==> config.mk <==
export PLATFORM = sky130hd
export DESIGN_NAME = cartridge_bank_mapper_with_irq_top
export DESIGN_NICKNAME = d
export VERILOG_FILES = /design/src/hw/rtl/cbm_pkg.sv /design/src/hw/rtl/cbm_prg_map.sv /design/src/hw/rtl/cartridge_bank_mapper_with_irq_top.sv
export SDC_FILE = /design/constraint.sdc
export NUM_CORES = 1
export LEC_CHECK = 0
export BUFFER_PORTS_ARGS = -buffer_cell sky130_fd_sc_hd__buf_2
export CORE_MARGIN = 8
export CORE_UTILIZATION = 38
export CTS_CLUSTER_SIZE = 8
export DETAILED_ROUTE_END_ITERATION = 10
export MAX_ROUTING_LAYER = met4
export PLACE_DENSITY = 0.71
export SKIP_LAST_GASP = 1
export SLEW_MARGIN = 40
export SYNTH_ARGS = -nofsm -noshare
export SYNTH_HDL_FRONTEND = slang
export SYNTH_SLANG_ARGS = --single-unit
==> constraint.sdc <==
create_clock -name clock -period 2.9 [get_ports clock]
set_clock_uncertainty 0.2 [all_clocks]
set_input_delay 0.435 -clock clock [delete_from_list [all_inputs] [get_ports clock]]
set_output_delay 0.435 -clock clock [all_outputs]
set_load 0.005 [all_outputs]
==> src/hw/rtl/cbm_pkg.sv <==
// shared types and constants for the cartridge bank mapper
// no dependencies
package cbm_pkg;

   localparam logic        OP_WRITE = 1'b0;
   localparam logic        OP_CLOCK = 1'b1;

   localparam logic [15:0] DECODE_MASK   = 16'h8C17;
   localparam logic [15:0] ADDR_BANK     = 16'h8000;
   localparam logic [15:0] ADDR_MODE     = 16'h8400;
   localparam logic [15:0] ADDR_CNT_LO   = 16'h8800;
   localparam logic [15:0] ADDR_CNT_HI   = 16'h8801;
   localparam logic [15:0] ADDR_TBL0     = 16'h8C00;
   localparam logic [15:0] ADDR_TBL1     = 16'h8C01;
   localparam logic [15:0] ADDR_TBL2     = 16'h8C02;
   localparam logic [15:0] ADDR_TBL3     = 16'h8C10;
   localparam logic [15:0] ADDR_TBL4     = 16'h8C11;
   localparam logic [15:0] ADDR_TBL5     = 16'h8C16;
   localparam logic [15:0] ADDR_TBL6     = 16'h8C17;

   localparam logic [15:0] CNT_RELOAD    = 16'hFFFF;
   localparam logic [9:0]  BANK_COUNT_RST = 10'd32;

   localparam int          TBL_DEPTH = 7;

   // mode register bits
   localparam int          MODE_MIRROR_BIT = 0;
   localparam int          MODE_32K_BIT    = 3;
   localparam int          MODE_WINDOW_BIT = 4;
   localparam int          MODE_ARM_BIT    = 7;

   typedef struct packed {
      logic [7:0]       bank;
      logic [7:0]       mode;
      logic [2:0][7:0]  prg_tbl;
      logic [9:0]       bank_count;
   } map_state_type;

   typedef logic [3:0][8:0] prg_slots_type;

endpackage

==> src/hw/rtl/cbm_prg_map.sv <==
// prg slot mapping from the bank, mode and table registers
// depends on cbm_pkg
module cbm_prg_map
   import cbm_pkg::*;
(
   input  map_state_type  map_state,
   output prg_slots_type  prg_slots
);

   logic [9:0] fixed_lo;
   logic [9:0] fixed_hi;

   assign fixed_lo = map_state.bank_count - 10'd2;
   assign fixed_hi = map_state.bank_count - 10'd1;

   always_comb begin
      if (map_state.mode[MODE_WINDOW_BIT]) begin
         prg_slots[0] = {4'b0, map_state.bank[3], map_state.prg_tbl[0][3:0]};
         prg_slots[1] = {4'b0, map_state.bank[3], map_state.prg_tbl[1][3:0]};
         prg_slots[2] = {4'b0, map_state.bank[3], map_state.prg_tbl[2][3:0]};
         prg_slots[3] = {4'b0, map_state.bank[3], 4'hF};
      end else if (map_state.mode[MODE_32K_BIT]) begin
         prg_slots[0] = {map_state.bank[7:1], 2'd0};
         prg_slots[1] = {map_state.bank[7:1], 2'd1};
         prg_slots[2] = {map_state.bank[7:1], 2'd2};
         prg_slots[3] = {map_state.bank[7:1], 2'd3};
      end else begin
         prg_slots[0] = {map_state.bank, 1'b0};
         prg_slots[1] = {map_state.bank, 1'b1};
         prg_slots[2] = fixed_lo[8:0];
         prg_slots[3] = fixed_hi[8:0];
      end
   end

endmodule

==> src/hw/rtl/cartridge_bank_mapper_with_irq_top.sv <==
// each result word appears in the cycle after its word is accepted
// throughput: one word per cycle unless the result side stalls; decode,
// counter subtract and prg mapping all sit between the state registers
// and the result register; reset: synchronous, active high; clears all
// mapper state, disarms the irq and sets the prg bank count to 32
module cartridge_bank_mapper_with_irq_top
   import cbm_pkg::*;
(
   input  logic        clock,
   input  logic        reset,

   input  logic        csr_wr_en,
   input  logic [9:0]  csr_wr_data,

   input  logic        req_valid,
   output logic        req_stall,
   input  logic        req_op,
   input  logic [15:0] req_address,
   input  logic [7:0]  req_data,
   input  logic [9:0]  req_cycles,

   output logic        rsp_valid,
   input  logic        rsp_stall,
   output logic [8:0]  rsp_prg_slot0_bank,
   output logic [8:0]  rsp_prg_slot1_bank,
   output logic [8:0]  rsp_prg_slot2_bank,
   output logic [8:0]  rsp_prg_slot3_bank,
   output logic [7:0]  rsp_chr_slot0_bank,
   output logic [7:0]  rsp_chr_slot1_bank,
   output logic [7:0]  rsp_chr_slot2_bank,
   output logic [7:0]  rsp_chr_slot3_bank,
   output logic        rsp_mirror_select,
   output logic        rsp_irq_level
);

   logic [9:0]  bank_count_ff;
   logic [7:0]  bank_ff,    bank_in;
   logic [7:0]  mode_ff,    mode_in;
   logic [7:0]  tbl_ff [TBL_DEPTH];
   logic [7:0]  tbl_in [TBL_DEPTH];
   logic [15:0] counter_ff, counter_in;
   logic        armed_ff,   armed_in;
   logic        pending_ff, pending_in;

   logic        rsp_valid_ff;
   logic [3:0][8:0] rsp_prg_ff;
   logic [3:0][7:0] rsp_chr_ff;
   logic        rsp_mirror_ff;
   logic        rsp_irq_ff;

   logic        accept;
   logic [15:0] decoded;
   logic [15:0] cycles_ext;
   map_state_type map_state;
   prg_slots_type prg_slots;

   assign req_stall  = rsp_valid_ff & rsp_stall;
   assign accept     = req_valid & ~req_stall;
   assign decoded    = req_address & DECODE_MASK;
   assign cycles_ext = {6'b0, req_cycles};

   always_comb begin
      bank_in    = bank_ff;
      mode_in    = mode_ff;
      tbl_in     = tbl_ff;
      counter_in = counter_ff;
      armed_in   = armed_ff;
      pending_in = pending_ff;
      if (req_op == OP_WRITE) begin
         case (decoded)
            ADDR_BANK: bank_in = req_data;
            ADDR_MODE: mode_in = req_data;
            ADDR_CNT_LO: begin
               counter_in = {counter_ff[15:8], req_data};
               pending_in = 1'b0;
            end
            ADDR_CNT_HI: begin
               counter_in = {req_data, counter_ff[7:0]};
               armed_in   = mode_ff[MODE_ARM_BIT];
            end
            ADDR_TBL0: tbl_in[0] = req_data;
            ADDR_TBL1: tbl_in[1] = req_data;
            ADDR_TBL2: tbl_in[2] = req_data;
            ADDR_TBL3: tbl_in[3] = req_data;
            ADDR_TBL4: tbl_in[4] = req_data;
            ADDR_TBL5: tbl_in[5] = req_data;
            ADDR_TBL6: tbl_in[6] = req_data;
            default: ;
         endcase
      end else if (armed_ff) begin
         if (cycles_ext > counter_ff) begin
            pending_in = 1'b1;
            armed_in   = 1'b0;
            counter_in = CNT_RELOAD;
         end else begin
            counter_in = counter_ff - cycles_ext;
         end
      end
   end

   // result is mapped from the state after this word
   assign map_state.bank       = bank_in;
   assign map_state.mode       = mode_in;
   assign map_state.prg_tbl[0] = tbl_in[0];
   assign map_state.prg_tbl[1] = tbl_in[1];
   assign map_state.prg_tbl[2] = tbl_in[2];
   assign map_state.bank_count = bank_count_ff;

   cbm_prg_map u_prg_map (
      .map_state (map_state),
      .prg_slots (prg_slots)
   );

   always_ff @(posedge clock) begin
      if (reset) begin
         bank_count_ff <= BANK_COUNT_RST;
      end else if (csr_wr_en) begin
         bank_count_ff <= csr_wr_data;
      end
   end

   always_ff @(posedge clock) begin
      if (reset) begin
         bank_ff    <= '0;
         mode_ff    <= '0;
         counter_ff <= '0;
         armed_ff   <= 1'b0;
         pending_ff <= 1'b0;
         for (int i = 0; i < TBL_DEPTH; i++) begin
            tbl_ff[i] <= '0;
         end
      end else if (accept) begin
         bank_ff    <= bank_in;
         mode_ff    <= mode_in;
         counter_ff <= counter_in;
         armed_ff   <= armed_in;
         pending_ff <= pending_in;
         tbl_ff     <= tbl_in;
      end
   end

   always_ff @(posedge clock) begin
      if (reset) begin
         rsp_valid_ff <= 1'b0;
      end else if (accept) begin
         rsp_valid_ff <= 1'b1;
      end else if (!rsp_stall) begin
         rsp_valid_ff <= 1'b0;
      end
   end

   always_ff @(posedge clock) begin
      if (accept) begin
         rsp_prg_ff    <= prg_slots;
         rsp_chr_ff[0] <= tbl_in[3];
         rsp_chr_ff[1] <= tbl_in[4];
         rsp_chr_ff[2] <= tbl_in[5];
         rsp_chr_ff[3] <= tbl_in[6];
         rsp_mirror_ff <= ~mode_in[MODE_MIRROR_BIT];
         rsp_irq_ff    <= pending_in;
      end
   end

   assign rsp_valid          = rsp_valid_ff;
   assign rsp_prg_slot0_bank = rsp_prg_ff[0];
   assign rsp_prg_slot1_bank = rsp_prg_ff[1];
   assign rsp_prg_slot2_bank = rsp_prg_ff[2];
   assign rsp_prg_slot3_bank = rsp_prg_ff[3];
   assign rsp_chr_slot0_bank = rsp_chr_ff[0];
   assign rsp_chr_slot1_bank = rsp_chr_ff[1];
   assign rsp_chr_slot2_bank = rsp_chr_ff[2];
   assign rsp_chr_slot3_bank = rsp_chr_ff[3];
   assign rsp_mirror_select  = rsp_mirror_ff;
   assign rsp_irq_level      = rsp_irq_ff;

endmodule

-- Yosys cells after proc, flatten, opt, wreduce, memory -nomap -nowiden
Index checks and enable logic that the tools add are counted.
- register bits after elaboration: 166
- bits of input ports: 50
- output and inout port bits: 72
- word-level logic and storage cells: 94
- add/sub/neg operators: 3
- magnitude comparators: 1
- eq/ne operators: 15
- multiplexer cells: 28
- bitwise gates (word level): 5
- reduce and logical (&&, ||, !) cells: 9
- operator list (cell ; count):
    $eq 7x7->1 const B ; 11
    $mux 8 ; 8
    $mux 52 ; 1
    $mux 16 ; 3
    $mux 36 ; 1
    $mux 32 ; 1
    $pmux 16 s2 ; 1
    $gt 10x16->1 ; 1
    $sub 16x10->16 ; 1
    $mux 1 ; 10
    $mux 5 ; 2
    $reduce_and 3->1 ; 3
    $sub 9x1->9 const B ; 1
    $sub 9x2->9 const B ; 1
    $reduce_and 4->1 ; 2
    $mux 4 ; 1
    $ne 2x1->1 const B ; 2
    $ne 2x2->1 const B ; 2
    $reduce_bool 2->1 ; 2
    $not 1->1 ; 3
    $and 1x1->1 ; 2
    $reduce_and 2->1 ; 1
    $reduce_or 2->1 ; 1

-- Logic depth before layout (Yosys ltp)
Gate-level depths: netlist of the first run.
- word-level depth: 5
- mapped depth: 9
- gate-level depth less buffers: 9

-- Modules after synthesis
Synthesis of the first run repeated with hierarchy kept, for this count alone.
- cell total of the unflattened synthesis: 855
- area total of the unflattened synthesis: 8234.1 µm²
- by module, submodules not included (module ; instances ; cells each ; area each (µm²) ; seq. area each (µm²)):
    cartridge_bank_mapper_with_irq_top ; 1 ; 750 ; 7591.0 ; 4124.0
    cbm_prg_map ; 1 ; 105 ; 643.1 ; 0.0

-- Least setup slack after synthesis of the first run
Ideal clock, no wire load.
- path type: input to register
- start point: input port rsp_stall
- end point: register counter_ff[9]
- library setup time: 162 ps
- arrival: 2411 ps
- data required time: 2538 ps
- path slack: 127 ps
- cell stages on the path: 8
- buffers on the path: 0
- cell sequence: and2_1 -> nand2b_4 -> inv_2 -> nand3_1 -> o41a_2 -> or3_1 -> o21ai_0 -> a311oi_1
- word-level cells in the longest chain between the ends: 4
- RTL lines (what ; RTL line ; text):
    from (decl) ; cartridge_bank_mapper_with_irq_top.sv:23 ; input logic rsp_stall,
    $and 1x1->1 ; cartridge_bank_mapper_with_irq_top.sv:57 ; assign req_stall = rsp_valid_ff & rsp_stall;
    $not 1->1 ; cartridge_bank_mapper_with_irq_top.sv:58 ; assign accept = req_valid & ~req_stall;
    $and 1x1->1 ; cartridge_bank_mapper_with_irq_top.sv:58 ;
    via accept ; cartridge_bank_mapper_with_irq_top.sv:51 ; logic accept;
    $reduce_and 4->1 (no source line) ; - ;
    to (signal assigned) ; cartridge_bank_mapper_with_irq_top.sv:135 ; counter_ff <= counter_in;
    to (decl) ; cartridge_bank_mapper_with_irq_top.sv:41 ; logic [15:0] counter_ff, counter_in;
The timed path passes the listed nets, and every way through them passes these cells.
A chain may end at the register's enable or synchronous reset.

-- Final worst setup path of the first run
- start point: register counter_ff[0]
- end point: register counter_ff[14]
- word-level cells in the longest chain between the ends: 4
- elaborated cells between the ends (all ways): 5
- classes of those cells: 1 x add/sub; 1 x order compare; 3 x mux
- RTL lines (what ; RTL line ; text):
    $sub 16x10->16 / $gt 10x16->1 (equally long branches) ; cartridge_bank_mapper_with_irq_top.sv:96, cartridge_bank_mapper_with_irq_top.sv:91 ;
    $mux 16 * ; cartridge_bank_mapper_with_irq_top.sv:91 ; if (cycles_ext > counter_ff) begin
    $mux 16 * ; cartridge_bank_mapper_with_irq_top.sv:90 ; end else if (armed_ff) begin
    $mux 16 * ; cartridge_bank_mapper_with_irq_top.sv:69 ; if (req_op == OP_WRITE) begin
Mark *: on every way between the ends. The rest lies on a longest branch, timed or not. The select of a mux whose other input is x is not followed.

==> results of run 1 <==
metrics by stage:
step	area, sq um	total power [mW]
global route	8710	5.10
finish	8710	4.92
global placement	8100	2.70
CTS	8700	4.97
floorplan	7230	2.55
detailed placement	8100	2.70
how the worst max path moves through the flow:
stage	depth (start not counted)	endpoint	slack, ps
2_1_floorplan	8	counter_ff[9]	130
3_3_place_gp	9	counter_ff[2]	100
3_5_place_dp	9	counter_ff[8]	80
4_1_cts	10	counter_ff[14]	270
5_1_grt	7	counter_ff[4]	130
6_report	10	counter_ff[14]	270
layer usage:
layer  share of wire, %  GRT usage, %
met1                 46          19.0
met2                 48          26.2
met3                4.4          3.95
met4                2.0          6.30
met5                  0             -
layout make-up:
class                   instances  area, sq um  share of cell area [%]
clock buffers                  17          425                    4.89
well taps                     234          293                    3.36
repair buffers                147          842                    9.67
diodes                          1         2.50                  0.0287
inverters                      17         63.8                   0.733
multi-input cells             451         3270                    37.6
flip-flops and latches        149         3630                    41.7
clock inverters                14          175                    2.01
sequential cells by signal (all words and copies together), names as in the netlist, 8 cells and up:
| register | flops |
|---|---|
| bank_count_ff | 9 |
| bank_ff | 8 |
| counter_ff | 16 |
| rsp_chr_slot0_bank | 8 |
| rsp_chr_slot1_bank | 8 |
| rsp_chr_slot2_bank | 8 |
| rsp_chr_slot3_bank | 8 |
| rsp_prg_slot0_bank | 9 |
| rsp_prg_slot2_bank | 9 |
| rsp_prg_slot3_bank | 9 |
| tbl_ff | 44 |
logic make-up (layout without fill, tap and decap cells):
group                    Yosys count  count (layout)  synth area share (%)
buffers and inverters             63             195                  4.47
flip-flops                       149             149                  50.3
AND/OR/NAND/NOR                  206             206                  14.1
XOR/XNOR                          21              21                  2.54
adder cells (fa/ha/maj)           14              14                  2.53
multiplexers                     120             120                  17.3
other                              0               1                     0
AO/OA/AOI/OAI                     90              90                  8.83
Yosys cell counts, types with 5 or more instances:
| cell type | number |
|---|---|
| dfxtp_1 | 84 |
| nand4_1 | 5 |
| mux2_2 | 39 |
| edfxtp_1 | 65 |
| nand3_1 | 6 |
| nand2b_1 | 9 |
| o21ai_0 | 12 |
| clkbuf_1 | 29 |
| nor3_1 | 13 |
| inv_1 | 16 |
| a311oi_1 | 7 |
| or3_1 | 5 |
| o21ai_1 | 9 |
| ha_1 | 13 |
| clkbuf_8 | 6 |
| mux2i_1 | 81 |
| and2_1 | 5 |
| xnor2_1 | 12 |
| a21oi_1 | 27 |
| xor2_1 | 9 |
| nor4_1 | 6 |
| nand2_1 | 39 |
| nor2_1 | 93 |
| buf_4 | 6 |
power by group:
| part | internal (mW) | switching [mW] | total (mW) |
|---|---|---|---|
| Clock | 1.36 | 0.905 | 2.26 |
| Sequential | 2.26 | 0.0293 | 2.29 |
| Combinational | 0.140 | 0.226 | 0.366 |
worst min-delay path: stages:
cell and delay, ps:
buf_2 80, mux2i_1 60, nand2_1 60
==> impl_metrics.sql, run 1 <==
INSERT INTO impl_metrics (metric_group, metric, value, unit) VALUES
('final_layout', 'nFillCells', '1727', ''),
('final_layout', 'area_delta_synth_final', '20.5', '%'),
('drt', 'routed_wire_length_per_instance', '17.6', 'um'),
('setup_path', 'family_with_the_most_delay_on_the_worst_path', 'compound AO/OA/AOI/OAI gates', ''),
('die', 'ioPinCount', '122', ''),
('hold_path', 'startpoint_of_the_lowest_slack_hold_path', 'csr_wr_data[5]', ''),
('setup_path', 'r2r-start', 'counter_ff[0]', ''),
('cts', 'htreeDepth', '4', ''),
('drt', 'routed_wirelength', '18100', 'um'),
('drt', 'count_of_unresolved_drc_violations_after_routing', '0', ''),
('yosys', 'synth_async_sr_flop_share', '0', '%'),
('timing', 'hold_slack', '48.1', 'ps'),
('global_routing', 'globalRouteOverflowTotal', '0', ''),
('setup_path', 'worstSetupStartpoint', 'counter_ff[0]', ''),
('flow_run', 'drv.max_cap_violation_count', '0', ''),
('setup_path', 'worst-r2r-setup-slack', '270', 'ps'),
('setup_path', 'critPathMaxStageDelay', '400', 'ps'),
('timing', 'number_of_hold_violations_in_the_final_report', '0', ''),
('cts', 'clockRootBuffer', 'clkbuf_16', ''),
('setup_path', 'cp.required', '2980', 'ps'),
('yosys', 'postSynthAreaPerCell', '10.9', 'sq um'),
('drt', 'first_pass_iters', '6', ''),
('yosys', 'synth_edf_count', '65', ''),
('setup_path', 'worst_r2r_path_depth', '10', ''),
('yosys', 'syn-instance-count', '663', ''),
('setup_path', 'critPathBufInv', '2', ''),
('place', 'dp_slack', '78.7', 'ps'),
('cts', 'post_cts.repair.setup_buffers', '0', ''),
('final_layout', 'layoutNonFillerInstCount', '1030', ''),
('status', 'run_status', 'completed', ''),
('cts', 'cts_sinks', '149', ''),
('die', 'fp.dieW', '154', 'um'),
('pwr', 'vdd_drop_max', '0.000409', 'V'),
('yosys', 'postSynthRegisterBits', '149', ''),
('hold_path', 'hold-path-endpoint', 'bank_count_ff[5]', ''),
('drt', 'drt_iter0_markers', '300', ''),
('drt', 'avgViaCountPerCell', '5.15', ''),
('cts', 'cts-resized-gates', '0', ''),
('timing', 'tightest_slew', '628', 'ps'),
('global_routing', 'initial_antenna_violation_count', '1', ''),
('final_layout', 'final_cell_mix', 'buf_2, nor2_1, dfxtp_1', ''),
('hold_path', 'hold_path_depth', '3', ''),
('final_layout', 'post-route-util', '46.6', '%'),
('timing', 'slew_limit_fails', '0', ''),
('timing', 'timing.final.crit_period', '2630', 'ps'),
('die', 'dieArea', '0.0237', 'sq mm'),
('timing', 'setup-violations-final', '0', ''),
('global_routing', 'grt_max_degree', '78', ''),
('timing', 'rsz_0062_raised_after_global_routing', 'false', ''),
('pwr', 'power_leakage', '3.70', 'nW'),
('setup_path', 'startpoint_type', 'register', ''),
('setup_path', 'cpMaxStageDelayCell', 'fa_1', ''),
('cts', 'cts_tree', 'done', ''),
('setup_path', 'worst-setup-path-type', 'reg -> reg', ''),
('place', 'gpl.final_weighted_congestion', '0.864', ''),
('cts', 'cts-hold-fix-buffers', '0', ''),
('global_routing', 'via_count_of_the_first_global_routing_pass', '5449', ''),
('drt', 'detailroute.via_count', '5302', ''),
('timing', 'final.setup.worst_slack', '270', 'ps'),
('yosys', 'synth.area.top_cells', 'edfxtp_1, dfxtp_1, mux2i_1, mux2_2, nor2_1', ''),
('hold_path', 'holdCritPathClass', 'in -> reg', ''),
('yosys', 'synth.net_count', '727', ''),
('cts', 'clk_latency', '420', 'ps'),
('die', 'die_height', '154', 'um'),
('timing', 'timing.final.crit_share', '90.7', '%'),
('yosys', 'ys_warn_count', '0', ''),
('yosys', 'yosys.area.top_type_share', '27.0', '%'),
('setup_path', 'critical_path_arrival', '2710', 'ps'),
('die', 'core-area', '0.0187', 'sq mm'),
('timing', 'timing.max_slew.rel_slack', '58.1', '%'),
('cts', 'clock_tree.buffer_depth', '2', '');
Note: power is estimated with default switching activity, not from simulation.
==> inputs of run 2 (changes only) <==
--- a/config.mk
+++ b/config.mk
@@ -11,9 +11,10 @@
 export CTS_CLUSTER_SIZE = 8
 export DETAILED_ROUTE_END_ITERATION = 10
 export MAX_ROUTING_LAYER = met4
-export PLACE_DENSITY = 0.71
+export PLACE_DENSITY = 0.68
 export SKIP_LAST_GASP = 1
 export SLEW_MARGIN = 40
 export SYNTH_ARGS = -nofsm -noshare
 export SYNTH_HDL_FRONTEND = slang
 export SYNTH_SLANG_ARGS = --single-unit
+export TNS_END_PERCENT = 30
==> impl_metrics.sql, run 2 (same netlist as run 1, synthesis figures left out) <==
INSERT INTO impl_metrics (metric_group, metric, value, unit) VALUES
('timing', 'setup_tns', '0', 'ps'),
('setup_path', 'startpoint_type', 'register', ''),
('setup_path', 'cpMaxStageDelayCell', 'fa_1', ''),
('hold_path', 'hold-path-endpoint', 'bank_count_ff[4]', ''),
('pwr', 'power.density_cell_area', '556', 'mW/mm^2'),
('timing', 'setup-violations-final', '0', ''),
('cts', 'cts.reportedPaths.clkPinSlew', '60', 'ps'),
('setup_path', 'worst-r2r-setup-slack', '310', 'ps'),
('cts', 'cts_tree', 'done', ''),
('global_routing', 'via_count_of_the_first_global_routing_pass', '5230', ''),
('cts', 'cts-resized-gates', '0', ''),
('cts', 'clk_latency', '420', 'ps'),
('die', 'start_util', '38.6', '%'),
('timing', 'slew_limit_fails', '0', ''),
('place', 'hpwlAfterDp', '12100', 'um'),
('drt', 'detailroute.via_count', '5259', ''),
('drt', 'drt_iter0_markers', '327', ''),
('global_routing', 'initial_antenna_violation_count', '1', ''),
('final_layout', 'largestRegisters', 'tbl_ff: 44 flops, counter_ff: 16 flops', ''),
('drt', 'routed_wirelength', '17800', 'um'),
('timing', 'timing.final.crit_share', '89.4', '%'),
('final_layout', 'biggest_register', 'tbl_ff', ''),
('cts', 'post_cts.repair.setup_buffers', '0', ''),
('cts', 'tritoncts.num_buffers', '17', ''),
('hold_path', 'hold_path_depth', '3', ''),
('drt', 'routed_wire_length_per_instance', '17.3', 'um'),
('final_layout', 'layout.nets', '843', ''),
('drt', 'first_pass_iters', '5', ''),
('drt', 'postRouteAntennaNets', '0', ''),
('cts', 'clockRootBuffer', 'clkbuf_16', ''),
('drt', 'avgViaCountPerCell', '5.12', ''),
('final_layout', 'final_common_cell', 'buf_2', ''),
('timing', 'timing.max_slew.rel_slack', '51.5', '%'),
('setup_path', 'worst-setup-path-type', 'reg -> reg', ''),
('timing', 'clock.fmax', '0.386', 'GHz'),
('cts', 'cts-hold-fix-buffers', '0', ''),
('setup_path', 'cp_cell_sequence', 'inv_1 -> ha_1 -> fa_1 -> nand2b_1 -> a21o_2 -> a311oi_4 -> buf_12 -> nor2_4 -> a32o_1', ''),
('final_layout', 'nFillCells', '1760', ''),
('pwr', 'post-layout-total-power', '4.82', 'mW'),
('final_layout', 'largest_register_ff_count', '44', ''),
('final_layout', 'post_route_cells_drive_above_1_share', '30.4', '%'),
('global_routing', 'globalRouteMet1Util', '19.5', '%'),
('setup_path', 'critical_path_peak_fanout', '10', ''),
('hold_path', 'holdCritPathClass', 'in -> reg', ''),
('timing', 'hold_slack', '42.3', 'ps'),
('setup_path', 'r2r_end', 'rsp_irq_level', ''),
('drt', 'count_of_unresolved_drc_violations_after_routing', '0', ''),
('setup_path', 'r2r-start', 'counter_ff[0]', ''),
('pwr', 'vdd_drop_max', '0.000423', 'V'),
('setup_path', 'crit_path_end_kind', 'register', ''),
('cts', 'clock_tree.buffer_depth', '2', ''),
('global_routing', 'grt_pass1_wl', '28300', 'um'),
('cts', 'cts_sinks', '149', ''),
('final_layout', 'final_cell_mix', 'buf_2, nor2_1, dfxtp_1', ''),
('die', 'placement_rows', '50', ''),
('flow_run', 'drv.max_cap_violation_count', '0', ''),
('die', 'ioPinCount', '122', ''),
('setup_path', 'critPathMaxStageDelay', '390', 'ps'),
('status', 'run_status', 'completed', ''),
('setup_path', 'critPathBufInv', '2', ''),
('hold_path', 'startpoint_of_the_lowest_slack_hold_path', 'csr_wr_data[4]', ''),
('die', 'dieArea', '0.0237', 'sq mm'),
('die', 'core-area', '0.0187', 'sq mm'),
('setup_path', 'cp.required', '2870', 'ps'),
('global_routing', 'globalRouteOverflowTotal', '0', ''),
('setup_path', 'worst_r2r_path_depth', '9', ''),
('place', 'gpl.final_weighted_congestion', '0.837', ''),
('timing', 'tightest_slew', '722', 'ps'),
('global_routing', 'grtUsageMet3', '3.50', '%'),
('final_layout', 'area_delta_synth_final', '19.9', '%'),
('setup_path', 'critical_path_arrival', '2570', 'ps'),
('global_routing', 'grt.met2_usage', '24.7', '%'),
('pwr', 'power_leakage', '3.68', 'nW'),
('place', 'io_buffer_count', '111', ''),
('global_routing', 'grt-busiest-layer', 'met2', ''),
('cts', 'htreeDepth', '4', ''),
('timing', 'rsz_0062_raised_after_global_routing', 'false', ''),
('die', 'fp.dieW', '154', 'um'),
('timing', 'timing.final.crit_period', '2590', 'ps'),
('setup_path', 'family_with_the_most_delay_on_the_worst_path', 'compound AO/OA/AOI/OAI gates', ''),
('global_routing', 'grtUsageTotal', '15.6', '%'),
('die', 'die_height', '154', 'um'),
('global_routing', 'grt_max_degree', '78', ''),
('timing', 'number_of_hold_violations_in_the_final_report', '0', '');
[run 2: cell types whose count changed in the layout (fill, tap and decap cells not counted), sizes merged]
| cell | delta |
|---|---|
| buf | -4 |
| clkinv | +1 |
| bufinv | -2 |
| clkbuf | +1 |
| clkinvlp | -1 |
| inv | +2 |
[run 2: worst max path at each step]
stage	start	to	slack (ps)	cells after the start
after floorplan	rsp_stall	counter_ff[9]	130	8
after detailed placement	req_cycles[9]	counter_ff[7]	90	9
after CTS	counter_ff[0]	counter_ff[14]	300	10
after global placement	req_cycles[4]	counter_ff[11]	100	9
final	counter_ff[0]	rsp_irq_level	310	9
after global routing	counter_ff[9]	counter_ff[5]	210	7
[run 2: routing by layer]
layer,wire [um],part of all wire (%),vias to the layer above
met3,839,4.7,26
li1,-,-,2607
met5,0,0,-
met4,321,1.8,0
met2,8450,47,134
met1,8180,46,2492
[run 2: through the flow]
step	worst slack, ps	cells	utilization, %	cell area, sq um
2_1_floorplan	127	663	-	7230
3_3_place_gp	105	994	43.2	8080
3_5_place_dp	86.0	994	43.2	8080
4_1_cts	298	1026	46.3	8660
5_1_grt	210	1027	46.4	8670
6_report	308	1027	46.4	8670
[run 2: area by class of cell]
class                           count  area [sq um]  share of cell area (%)
Antenna cell                        1          2.50                  0.0289
Clock buffer                       18           439                    5.06
Clock inverter                     14           141                    1.63
Inverter                           17          63.8                   0.736
Multi-Input combinational cell    451          3270                    37.7
Sequential cell                   149          3630                    41.9
Tap cell                          234           293                    3.38
Timing Repair Buffer              143           825                    9.51
[run 2: power by group]
part	internal, mW	switching (mW)
registers	2.26	0.0287
logic	0.140	0.221
clock network	1.23	0.942
[run 2: tightest hold or removal path: stages]
cell	delay (ps)
buf_2	70
mux2i_1	50
nor2_1	70
